File: src/rtl/core/bucketed_hash_table_engine_defines.svh
// ---------------------------------------------------------------------------
// Hash table engine assertion macros
// Shared assertion shorthand for the engine's checks.
// ---------------------------------------------------------------------------
`ifndef BUCKETED_HASH_TABLE_ENGINE_DEFINES_SVH
`define BUCKETED_HASH_TABLE_ENGINE_DEFINES_SVH

// property that holds outside reset
`define BHT_ASSERT(lbl, prop, msg) \
   lbl: assert property (@(posedge clock) disable iff (reset) prop) else $error(msg);

// antecedent followed next cycle by consequent, outside reset
`define BHT_ASSERT_NEXT(lbl, ante, cons, msg) \
   lbl: assert property (@(posedge clock) disable iff (reset) (ante) |=> (cons)) \
      else $error(msg);

`endif

File: src/rtl/core/bht_pkg.sv
// ---------------------------------------------------------------------------
// Hash table package
// Status codes, command kinds and the front-to-back request record.
// ---------------------------------------------------------------------------
`default_nettype none
package bht_pkg;
   localparam logic [2:0] ST_BUCKET   = 3'd0;
   localparam logic [2:0] ST_OVERFLOW = 3'd1;
   localparam logic [2:0] ST_DROPPED  = 3'd2;
   localparam logic [2:0] ST_HIT      = 3'd3;
   localparam logic [2:0] ST_MISS     = 3'd4;
   localparam logic       KIND_INSERT = 1'b0;
   localparam logic       KIND_LOOKUP = 1'b1;
   localparam logic [31:0] HASH_MULT  = 32'd2654435769;

   typedef struct packed {
      logic        kind;
      logic [30:0] key;
      logic [63:0] payload;
      logic [5:0]  bucket_to_search;
   } item_type;
endpackage
`default_nettype wire

File: src/rtl/core/bht_front.sv
// ---------------------------------------------------------------------------
// Hash table front end
// Accepts items into a two-entry queue for the back end.
// ---------------------------------------------------------------------------
`default_nettype none
module bht_front (
   input  wire logic              clock,
   input  wire logic              reset,
   input  wire logic              in_valid,
   output logic                   in_ready,
   input  wire bht_pkg::item_type in_item,
   output logic                   q_valid,
   input  wire logic              q_pop,
   output bht_pkg::item_type      q_item
);
   import bht_pkg::*;
   item_type   buf_ff [2];
   logic       rd_ff, rd_in, wr_ff, wr_in;
   logic [1:0] cnt_ff, cnt_in;
   logic       push;

   assign in_ready = (cnt_ff != 2'd2);
   assign push     = in_valid && in_ready;
   assign q_valid  = (cnt_ff != 2'd0);
   assign q_item   = buf_ff[rd_ff];
   assign rd_in    = rd_ff ^ q_pop;
   assign wr_in    = wr_ff ^ push;
   assign cnt_in   = cnt_ff + {1'b0, push} - {1'b0, q_pop};

   always_ff @(posedge clock) begin
      if (reset) begin
         rd_ff  <= 1'b0;
         wr_ff  <= 1'b0;
         cnt_ff <= 2'd0;
      end else begin
         rd_ff  <= rd_in;
         wr_ff  <= wr_in;
         cnt_ff <= cnt_in;
      end
      if (push) begin
         buf_ff[wr_ff] <= in_item;
      end
   end
endmodule
`default_nettype wire

File: config.mk
export PLATFORM = sky130hd
export DESIGN_NAME = bht_front
export DESIGN_NICKNAME = d
export VERILOG_FILES = /design/src/rtl/core/bucketed_hash_table_engine_defines.svh /design/src/rtl/core/bht_pkg.sv /design/src/rtl/core/bht_front.sv
export SDC_FILE = /design/constraint.sdc
export NUM_CORES = 1
export LEC_CHECK = 0
export BUFFER_PORTS_ARGS = -buffer_cell sky130_fd_sc_hd__clkbuf_2
export CAP_MARGIN = 20
export CORE_MARGIN = 8
export CORE_UTILIZATION = 52
export CTS_CLUSTER_DIAMETER = 150
export DETAILED_ROUTE_END_ITERATION = 8
export GPL_TIMING_DRIVEN = 1
export PLACE_DENSITY = 0.79
export SYNTH_ARGS = -nofsm -noshare
export SYNTH_HDL_FRONTEND = slang
export SYNTH_SLANG_ARGS = --single-unit
export TNS_END_PERCENT = 1
File: constraint.sdc
create_clock -name clock -period 6.95 [get_ports clock]
set_clock_uncertainty 0.1 [all_clocks]
set_input_delay 0.3475 -clock clock [delete_from_list [all_inputs] [get_ports clock]]
set_output_delay 0.3475 -clock clock [all_outputs]
set_load 0.02 [all_outputs]
==> summary.md, run 1 <==
| Metric | Value |
|---|---|
| DP Wirelength | 10,000 µm |
| Remaining routing DRC violations | 0 |
| Placement Setup Slack | 4110 ps |
| Sequential share of power | 50.8% |
| Worst-skew pair later-pin latency | 470 ps |
| Main combinational cell family by area after synthesis | multiplexers |
| Relative contribution of combinational cells to total power | 16.4% |
| Number of enable flip-flop cells after synthesis | 204 |
| Number of instances in the synthesized netlist | 340 |
| Kind of path behind the tightest hold check | in2reg |
| Length of the first detailed-routing pass in iterations | 7 |
| Unrepaired setup endpoints after global routing | no |
| Post-synthesis compound-gate area fraction | 0.198% |
| Internal power summed over all cells | 0.00232 W |
| Num rows | 44 |
| Leading post-synthesis cells by cell area | edfxtp_1 (81%), mux2_2 (15%), dfxtp_1 (1.1%) |
| Highest attainable clock frequency | 329 MHz |
| Post-synthesis sequential area ratio | 81.8% |
| Number of distinct standard cells referenced by the synthesized netlist | 18 |
| Accumulated negative setup slack | 0 ps |
| Power Dens Cells | 293 mW/mm² |
| Area inside the core boundary | 0.0144 mm² |
| Post-layout worst setup margin | 3910 ps |
| Mapped cell area | 0.00758 mm² |
| Count of inserted antenna diode cells | 0 |
| Share of the synthesized area in the top cell type | 80.8% |
| Maximum capacitance violations | 0 |
| Type of element launching the critical path | flop |
| Max transition margin | 33.8% |
| Width of the die | 137 µm |
| Resized Gates After CTS | 0 |
| DRT Wirelength | 16,500 µm |
| All-layer global routing usage | 17.1% |
| DIE AREA | 0.0187 mm² |
| Antenna-violating nets left | 0 |
| Clock period minus final worst setup slack | 3040 ps |
| Synthesized net count | 448 |
| Wire per inst | 19.1 µm |
| Main flop type after synthesis | edfxtp_1 |
| Register bit count reported by yosys | 208 |
| Capturing element type of the critical path | primary output |
| Finish-stage setup viols | 0 |
| Xor/xnor share of the synthesized area | 0.231% |
| Detailed-route via count | 4,362 |
| Maximum net fanout on the critical path | 66 |
| Multiplexer area fraction after synthesis | 15.3% |
| Status | complete, no violations |
| CTS H-tree depth | 1 |
| Number of sinks handled by clock tree synthesis | 208 |
| Synth cell count leaders | edfxtp_1 (204), mux2_2 (102), buf_6 (7) |
| Worst-case reg-to-reg path depth | 4 |
| Number of buffers inserted during clock tree synthesis | 21 |
| Hold Vio Cnt, Final | 0 |
| Antenna violations before repair | 0 |
| Arrival time of the worst setup path | 2590 ps |
| Initial core utilization | 52.8% |
| Clock buffer depth | 3 |
| Cell type with the largest total area after synthesis | edfxtp_1 |
| Mapped Avg Cell Area | 22.3 µm² |
| Share of the clock period used by the worst path after layout | 43.8% |
| Count of warnings emitted by yosys | 0 |
| Dominant cell by count in the synthesized netlist | edfxtp_1 |
| CTS tree | built |
| FF/Latch Area | 0.00621 mm² |
| Wire length of the first global-routing pass | 25,000 µm |
| Maximum VDD drop | 0.214 mV |
| Die outline height | 137 µm |
| Footprint of the multi-input gates | 0.00129 mm² |
| Maximum number of pins on one net before global-route repair | 69 |
| Data required time of the worst path | 6500 ps |
| Synth Area in Adders | 0.330% |
| Clock root buffer | clkbuf_16 |
| Nets | 775 |
| Violation count after the first detailed-route iteration | 189 |
| Number of global-route vias before repair | 4,824 |
| Hold Path Depth | 3 |
| Ratio of cells with drive above 1 in the final layout | 50.7% |
| Total global routing overflow | 0 |
| Flop-to-flop setup slack | 4130 ps |
| Source of the worst hold timing path | q_pop |
| Drt via density | 5.05 |
| Area share of and/or/nand/nor cells after synthesis | 0.676% |
| Switching share of power | 24.5% |
| Start of the worst register-to-register path | cnt_ff[0]$_SDFF_PP0_ |
| Number of I/O pins | 210 |
| Slew of the pin with the lowest slew margin | 990 ps |
| Type of the setup path with the least slack | reg2out |
| Fill cells | 833 |
| Worst setup path startpoint | rd_ff$_SDFF_PP0_ |
| Number of I/O port buffers | 209 |
| Post-CTS clock slew at the launch and capture registers of the worst setup and hold paths | 60 ps |
| Reported net switching power | 0.000750 W |
| Placer Congestion | 0.724 |
| Setup Buffers After CTS | 0 |
| Signed area change from the synthesized netlist to the final layout | 37.8% |
| Min-Delay Endpoint | rd_ff$_SDFF_PP0_ |
| R2R Path End | buf_ff[1][61]$_DFFE_PP_ |
| Pins over their slew limit | 0 |
| Post-synth ARST share | 0% |
| Reported leakage power | 3.99 nW |
| Clock power frac | 32.8% |
==> metrics by stage <==
step	hold WS (ps)	utilization [%]	total power [W]	instance area, µm²	cells
after global placement	437	61.3	0.00203	8800	725
after global routing	141	72.7	0.00318	10500	864
after floorplan	314	-	0.00188	7580	340
after CTS	91.1	72.7	0.00309	10500	864
final	113	72.7	0.00307	10500	864
after detailed placement	441	61.3	0.00204	8800	725
==> worst max-delay path: stages (launching register included) <==
cell      delay (ps)
dfxtp_4          680
buf_4            760
mux2_2           440
clkbuf_2         160
==> worst max-delay path by stage <==
stage                               to  slack (ps)  cells after the start
2_1_floorplan   buf_ff[1][0]$_DFFE_PP_        1310                      3
3_3_place_gp   buf_ff[1][64]$_DFFE_PP_        4170                      4
3_5_place_dp   buf_ff[1][64]$_DFFE_PP_        4110                      4
4_1_cts                     q_item[13]        3850                      3
5_1_grt                     q_item[13]        3760                      3
6_report                    q_item[13]        3910                      3
==> cells by family (layout without fill, tap and decap cells) <==
logic type,Yosys count,in the layout
multiplexers,103,103
adder cells (fa/ha/maj),2,2
buffers and inverters,13,353
AO/OA/AOI/OAI,2,2
flip-flops,208,208
AND/OR/NAND/NOR,10,10
XOR/XNOR,2,2
==> cells in the final DEF (no fill, tap or decap), types with 2 or more instances in the layout <==
| master | count |
|---|---|
| buf_4 | 3 |
| clkbuf_1 | 7 |
| clkbuf_16 | 21 |
| clkbuf_2 | 209 |
| clkbuf_8 | 3 |
| clkinv_1 | 3 |
| dfxtp_1 | 3 |
| dlygate4sd3_1 | 103 |
| edfxtp_1 | 204 |
| inv_1 | 2 |
| mux2_2 | 102 |
| nor2_1 | 3 |
| nor2b_1 | 2 |
| xnor2_1 | 2 |
==> what timing repair did <==
action	in CTS	in global routing
endpoints found under the setup margin	0	0
endpoints found under the hold margin	207	0
hold buffers	103	0
==> routing by layer <==
metal,wire length [µm],global-route usage (%)
met1,6370,20.0
met2,8620,30.8
met3,1180,4.00
met4,295,5.13
met5,0,0
==> area by class of cell <==
class | count | share of cell area (%)
clock buffers | 31 | 5.67
repair buffers | 315 | 20.1
inverters | 2 | 0.0718
flip-flops and latches | 208 | 59.4
clock inverters | 5 | 0.227
well taps | 184 | 2.20
multi-input cells | 119 | 12.3
==> state kept, by name, indices dropped and copies added (netlist names) <==
signal and count:
buf_ff 204, cnt_ff 2, rd_ff 1, wr_ff 1
==> power by group through the flow <==
stage	Sequential, W	Clock [W]	Combinational (W)
finish	0.00156	0.00101	0.000504
global route	0.00157	0.00107	0.000539
CTS	0.00156	0.00103	0.000508
detailed placement	0.00158	0	0.000459
global placement	0.00157	0	0.000453
floorplan	0.00158	0	0.000302
Note: power is estimated with default switching activity, not from simulation.
==> run 2, diff against run 1 <==
--- a/config.mk
+++ b/config.mk
@@ -8,11 +8,11 @@
 export BUFFER_PORTS_ARGS = -buffer_cell sky130_fd_sc_hd__clkbuf_2
 export CAP_MARGIN = 20
 export CORE_MARGIN = 8
-export CORE_UTILIZATION = 52
+export CORE_UTILIZATION = 47
 export CTS_CLUSTER_DIAMETER = 150
 export DETAILED_ROUTE_END_ITERATION = 8
 export GPL_TIMING_DRIVEN = 1
-export PLACE_DENSITY = 0.79
+export PLACE_DENSITY = 0.76
 export SYNTH_ARGS = -nofsm -noshare
 export SYNTH_HDL_FRONTEND = slang
 export SYNTH_SLANG_ARGS = --single-unit
==> constraint.sdc (replaced) <==
create_clock -name clock -period 2.6 [get_ports clock]
set_clock_uncertainty 0.1 [all_clocks]
set_input_delay 0.13 -clock clock [delete_from_list [all_inputs] [get_ports clock]]
set_output_delay 0.13 -clock clock [all_outputs]
set_load 0.02 [all_outputs]
==> run 2 against run 1 <==
Effect of this change:
- combinational power grew to 2.8 times the previous value
- critical path depth stayed put
- sequential share of layout area is 0.99 points lower
- clock power grew to 2.8 times the previous value
- via count is 0.21% higher
- hold slack worse by 57 ps
- highest routed layer is now met5
- core utilization is 5.6 points lower
- non-clock buffer count is 5 higher
- largest cell class unchanged
- critical path type unchanged
- flip-flop and latch count stayed put
- clock-buffer cell count is 4 lower
- die area is 9.4% higher
- routed wire length is 2.6% higher
==> summary.md, run 2 (synthesis results as in run 1) <==
| Metric | Value |
|---|---|
| Sequential share of power | 49.5% |
| Slew of the pin with the lowest slew margin | 512 ps |
| CTS tree | built |
| Footprint of the multi-input gates | 0.00130 mm² |
| Remaining routing DRC violations | 0 |
| Instance area after placement | 0.00894 mm² |
| Length of the first detailed-routing pass in iterations | 4 |
| Number of global-route vias before repair | 4,987 |
| FF/Latch Area | 0.00621 mm² |
| Violation count after the first detailed-route iteration | 224 |
| Pins over their slew limit | 0 |
| Power after layout | 0.00836 W |
| Nets | 780 |
| Initial core utilization | 47.9% |
| Hold Vio Cnt, Final | 0 |
| Largest register by flop count | buf_ff |
| Worst-skew pair later-pin latency | 480 ps |
| Width of the die | 143 µm |
| Clock buffer depth | 3 |
| CTS H-tree depth | 1 |
| Number of I/O port buffers | 209 |
| Signed area change from the synthesized netlist to the final layout | 40.2% |
| Highest attainable clock frequency | 481 MHz |
| Maximum capacitance violations | 0 |
| Share of the clock period used by the worst path after layout | 80.0% |
| Clock root buffer | clkbuf_16 |
| Flop-to-flop setup slack | 800 ps |
| Antenna-violating nets left | 0 |
| Type of the setup path with the least slack | reg2out |
| Capturing element type of the critical path | primary output |
| Placer Congestion | 0.736 |
| Finish-stage setup viols | 0 |
| Number of flip-flops in the largest register | 204 |
| Wire per inst | 18.7 µm |
| Max transition margin | 65.9% |
| DIE AREA | 0.0205 mm² |
| Switching share of power | 24.7% |
| Area inside the core boundary | 0.0158 mm² |
| Accumulated negative setup slack | 0 ps |
| Detailed-route via count | 4,371 |
| Clock power frac | 33.5% |
| Num rows | 46 |
| All-layer global routing usage | 16.2% |
| Wire length of the first global-routing pass | 25,800 µm |
| Data required time of the worst path | 2370 ps |
| Leading cell types in the layout, fill and taps excluded | clkbuf_2 (209), edfxtp_1 (204), dlygate4sd3_1 (104), mux2_2 (102), clkbuf_16 (21) |
| Internal power summed over all cells | 0.00630 W |
| Number of buffers inserted during clock tree synthesis | 21 |
| Type of element launching the critical path | flop |
| Resized Gates After CTS | 0 |
| Maximum VDD drop | 0.612 mV |
| Status | complete, no violations |
| Total global routing overflow | 0 |
| Power Dens Cells | 786 mW/mm² |
| Fill cells | 1,012 |
| Leading cell type in the layout, fill and taps excluded | clkbuf_2 |
| Relative contribution of combinational cells to total power | 17.0% |
| Reported leakage power | 4.06 nW |
| Drt via density | 4.84 |
| DRT Wirelength | 16,900 µm |
| Ratio of cells with drive above 1 in the final layout | 52.0% |
| Biggest registers after layout | buf_ff: 204 flops, cnt_ff: 2 flops |
| DP Wirelength | 10,400 µm |
| Post-CTS clock slew at the launch and capture registers of the worst setup and hold paths | 60 ps |
| Clock period minus final worst setup slack | 2080 ps |
| Antenna violations before repair | 1 |
| Kind of path behind the tightest hold check | in2reg |
| Arrival time of the worst setup path | 1850 ps |
| Number of sinks handled by clock tree synthesis | 208 |
| Number of I/O pins | 210 |
| Summed area of non-filler cells in the final layout | 0.0106 mm² |
| Unrepaired setup endpoints after global routing | no |
| Die outline height | 143 µm |
| Maximum net fanout on the critical path | 37 |
| Reported net switching power | 0.00206 W |
| Maximum number of pins on one net before global-route repair | 67 |
-- run 2: final timing paths --
check / from / end / cells after the start
worst max register to register: cnt_ff[0]$_SDFF_PP0_ / buf_ff[0][11]$_DFFE_PP_ / 5
worst max-delay path: rd_ff$_SDFF_PP0_ / q_item[59] / 3
worst min-delay path: in_valid / wr_ff$_SDFF_PP0_ / 5
worst min register to register: cnt_ff[0]$_SDFF_PP0_ / cnt_ff[0]$_SDFF_PP0_ / 2
-- run 2: cell type report --
type / instances / area share, %
antenna: 1 / 0.0235
clock buffer: 27 / 5.34
clock inverter: 10 / 0.741
inverter: 2 / 0.0706
multi-input combinational: 119 / 12.3
sequential: 208 / 58.4
tap: 216 / 2.54
timing repair buffer: 320 / 20.6
-- run 2: routing by layer --
metal	global-route usage (%)	vias to the layer above	wire length, µm
met2	29.1	173	8910
met5	0	-	8
li1	-	2021	-
met4	5.59	2	416
met1	18.2	2137	6190
met3	4.24	38	1370
-- run 2: per-stage QoR --
step / hold WS (ps) / cells / utilization [%] / setup slack (ps)
4_1_cts: 23.3 / 902 / 67.2 / 481
3_5_place_dp: 223 / 761 / 56.5 / 785
3_3_place_gp: 219 / 761 / 56.5 / 842
5_1_grt: 46.7 / 902 / 67.2 / 432
6_report: 56.3 / 903 / 67.2 / 519
2_1_floorplan: 94.2 / 340 / - / 0.0246
-- run 2: repair_timing --
item | in CTS | in global routing
endpoints found under the hold margin | 208 | 0
setup buffers | 0 | 0
hold buffers | 104 | 0
-- run 2: critical path, stage by stage (launching register included) --
cell and delay, ps:
dfxtp_4 360, buf_4 420, mux2_2 410, clkbuf_2 160
-- run 2: power groups by stage --
stage / logic, W / clock network, W / registers, W
5_1_grt: 0.00152 / 0.00301 / 0.00416
3_5_place_dp: 0.00130 / 0 / 0.00421
6_report: 0.00142 / 0.00280 / 0.00413
2_1_floorplan: 0.000818 / 0 / 0.00419
3_3_place_gp: 0.00128 / 0 / 0.00418
4_1_cts: 0.00144 / 0.00287 / 0.00414
==> run 3, diff against run 2 <==
==> constraint.sdc (replaced) <==
create_clock -name clock -period 1.85 [get_ports clock]
set_clock_uncertainty 0.1 [all_clocks]
set_input_delay 0.0925 -clock clock [delete_from_list [all_inputs] [get_ports clock]]
set_output_delay 0.0925 -clock clock [all_outputs]
set_load 0.02 [all_outputs]
==> run 3 against run 2 <==
Effect of this change:
- the flow now finishes with violations (setup timing)
- hold slack got worse by 28 ps
- core utilization increased by 3.8 points
- non-clock buffer count is 11 higher
- largest cell class unchanged
- global-route usage rose by 0.30 points
- sequential share of layout area decreased by 3.1 points
- via count increased by 3.1%
- worst setup slack got worse by 570 ps
- critical endpoint is now q_item[98]
- combinational power rose by 68%
- die area did not move
- design area up 5.6%
- largest power group unchanged
==> summary.md, run 3 (synthesis results as in run 1) <==
| Metric | Value |
|---|---|
| Leading cell types in the layout, fill and taps excluded | edfxtp_1 (204), clkbuf_2 (153), dlygate4sd3_1 (104), mux2_2 (76), buf_6 (29) |
| Total global routing overflow | 0 |
| Clock buffer depth | 3 |
| Antenna violations before repair | 4 |
| Non-filler instance count after layout | 917 |
| Highest attainable clock frequency | 525 MHz |
| Type of the setup path with the least slack | reg2out |
| Wire per inst | 20.9 µm |
| Detailed-route via count | 4,506 |
| Violation count after the first detailed-route iteration | 238 |
| Clock root buffer | clkbuf_16 |
| Placement Setup Slack | 313 ps |
| Biggest registers after layout | buf_ff: 204 flops, cnt_ff: 2 flops |
| Slew of the pin with the lowest slew margin | 322 ps |
| Clock power frac | 32.6% |
| Finished Core Util | 71.0% |
| Post-CTS clock slew at the launch and capture registers of the worst setup and hold paths | 60 ps |
| Post-layout worst setup margin | -53.3 ps |
| Relative contribution of combinational cells to total power | 19.6% |
| DP Wirelength | 10,400 µm |
| Flop-to-flop setup slack | 260 ps |
| Source of the worst hold timing path | in_valid |
| R2R Path End | rd_ff$_SDFF_PP0_ |
| Start of the worst register-to-register path | rd_ff$_SDFF_PP0_ |
| Placer Congestion | 0.740 |
| CP top delay family | buffers and inverters |
| Worst-skew pair later-pin latency | 470 ps |
| Nets | 791 |
| Internal power summed over all cells | 0.00917 W |
| Signed area change from the synthesized netlist to the final layout | 48.1% |
| Worst-case reg-to-reg path depth | 5 |
| Unrepaired setup endpoints after global routing | yes |
| Number of I/O port buffers | 209 |
| Maximum net fanout on the critical path | 9 |
| Hold Path Depth | 5 |
| Ratio of cells with drive above 1 in the final layout | 52.7% |
| Placed Cells | 760 |
| Capture point of the worst path | q_item[98] |
| Capturing element type of the critical path | primary output |
| Drt via density | 4.91 |
| Max transition margin | 78.5% |
| Die outline height | 143 µm |
| Maximum VDD drop | 0.713 mV |
| Type of element launching the critical path | flop |
| Crit path max-delay cell type | dfxtp_4 |
| Violations in the final reports | setup timing |
| Maximum capacitance violations | 0 |
| All-layer global routing usage | 16.5% |
| Kind of path behind the tightest hold check | in2reg |
| Worst stage delay on the critical path | 360 ps |
| DRT Wirelength | 19,100 µm |
| Switching share of power | 24.7% |
| Finish-stage setup viols | 55 |
| CTS tree | built |
| Power Dens Cells | 1080 mW/mm² |
| Number of sinks handled by clock tree synthesis | 208 |
| Clock period minus final worst setup slack | 1900 ps |
| Arrival time of the worst setup path | 1710 ps |
| Cell breakdown of the critical path | buf_12 > clkbuf_16 > mux2_2 > buf_4 |
| Number of global-route vias before repair | 5,016 |
| Fill cells | 977 |
| Critical path buffer and inverter count | 3 |
| Leading cell type in the layout, fill and taps excluded | edfxtp_1 |
| Num rows | 46 |
| Remaining routing DRC violations | 0 |
| Wire length of the first global-routing pass | 26,200 µm |
| Sequential share of power | 47.8% |
| Initial core utilization | 47.9% |
| Length of the first detailed-routing pass in iterations | 4 |
| Hold Slack | 28.6 ps |
| Largest register by flop count | buf_ff |
| Maximum number of pins on one net before global-route repair | 57 |
| Reported net switching power | 0.00301 W |
| Status | finished, violations left |
| Antenna-violating nets left | 0 |
| Reported leakage power | 4.34 nW |
| Pins over their slew limit | 0 |
| Width of the die | 143 µm |
| Hold Vio Cnt, Final | 0 |
| DIE AREA | 0.0205 mm² |
| Number of buffers inserted during clock tree synthesis | 21 |
| CTS H-tree depth | 1 |
| Share of the clock period used by the worst path after layout | 103% |
| Worst setup path startpoint | rd_ff$_SDFF_PP0_ |
| Number of I/O pins | 210 |
| Area inside the core boundary | 0.0158 mm² |
| CP Depth | 4 |
| Data required time of the worst path | 1660 ps |
| Number of flip-flops in the largest register | 204 |
==> run 3: what timing repair did <==
item,4_1_cts,5_1_grt
hold buffers,104,0
endpoints found under the setup margin,71,102
hold endpoints to repair,208,0
pin swaps,0,0
cloned,1,9
resized for setup,2,154
buffers inserted,0,2
==> run 3: how the worst min path moves through the flow <==
stage,slack (ps),endpoint
after floorplan,60,cnt_ff[0]$_SDFF_PP0_
final,30,wr_ff$_SDFF_PP0_
after global placement,180,buf_ff[0][32]$_DFFE_PP_
after CTS,0.7,wr_ff$_SDFF_PP0_
after detailed placement,190,buf_ff[0][11]$_DFFE_PP_
after global routing,30,wr_ff$_SDFF_PP0_
==> run 3: metal layers <==
metal  global-route usage (%)  vias up  share of wire (%)
met1                     18.0     2253                 36
met4                     4.08        2                2.2
met2                     30.1      176                 53
li1                         -     2041                  -
met3                     5.31       34                8.4
met5                        0        -              0.063
==> run 3: cell type report <==
class / count / area (µm²) / share of cell area [%]
tap: 216 / 270 / 2.41
multi-input combinational: 119 / 1400 / 12.5
antenna: 4 / 10.0 / 0.0891
sequential: 208 / 6210 / 55.3
clock inverter: 15 / 120 / 1.07
timing repair buffer: 331 / 2680 / 23.9
inverter: 2 / 7.51 / 0.0668
clock buffer: 22 / 529 / 4.71
==> run 3: power by group through the flow <==
| stage | Clock [W] | Combinational, W | Sequential, W |
|---|---|---|---|
| after detailed placement | 0 | 0.00182 | 0.00591 |
| after CTS | 0.00404 | 0.00204 | 0.00582 |
| after global placement | 0 | 0.00179 | 0.00588 |
| final | 0.00398 | 0.00238 | 0.00582 |
| after floorplan | 0 | 0.00115 | 0.00589 |
| after global routing | 0.00424 | 0.00251 | 0.00585 |
==> run 3: stage by stage <==
step / cell area (µm²) / setup TNS, ps / total power [W]
CTS: 10700 / -4860 / 0.0119
global route: 11200 / -5770 / 0.0126
global placement: 8960 / 0 / 0.00767
floorplan: 7610 / -142580 / 0.00704
detailed placement: 8960 / 0 / 0.00774
finish: 11200 / -1640 / 0.0122
==> run 3: worst reg2reg max path: stages, from the launching register on <==
cell and delay (ps):
dfxtp_4 350, buf_6 150, buf_12 150, xnor2_1 140, nor2_1 50, dlygate4sd3_1 540
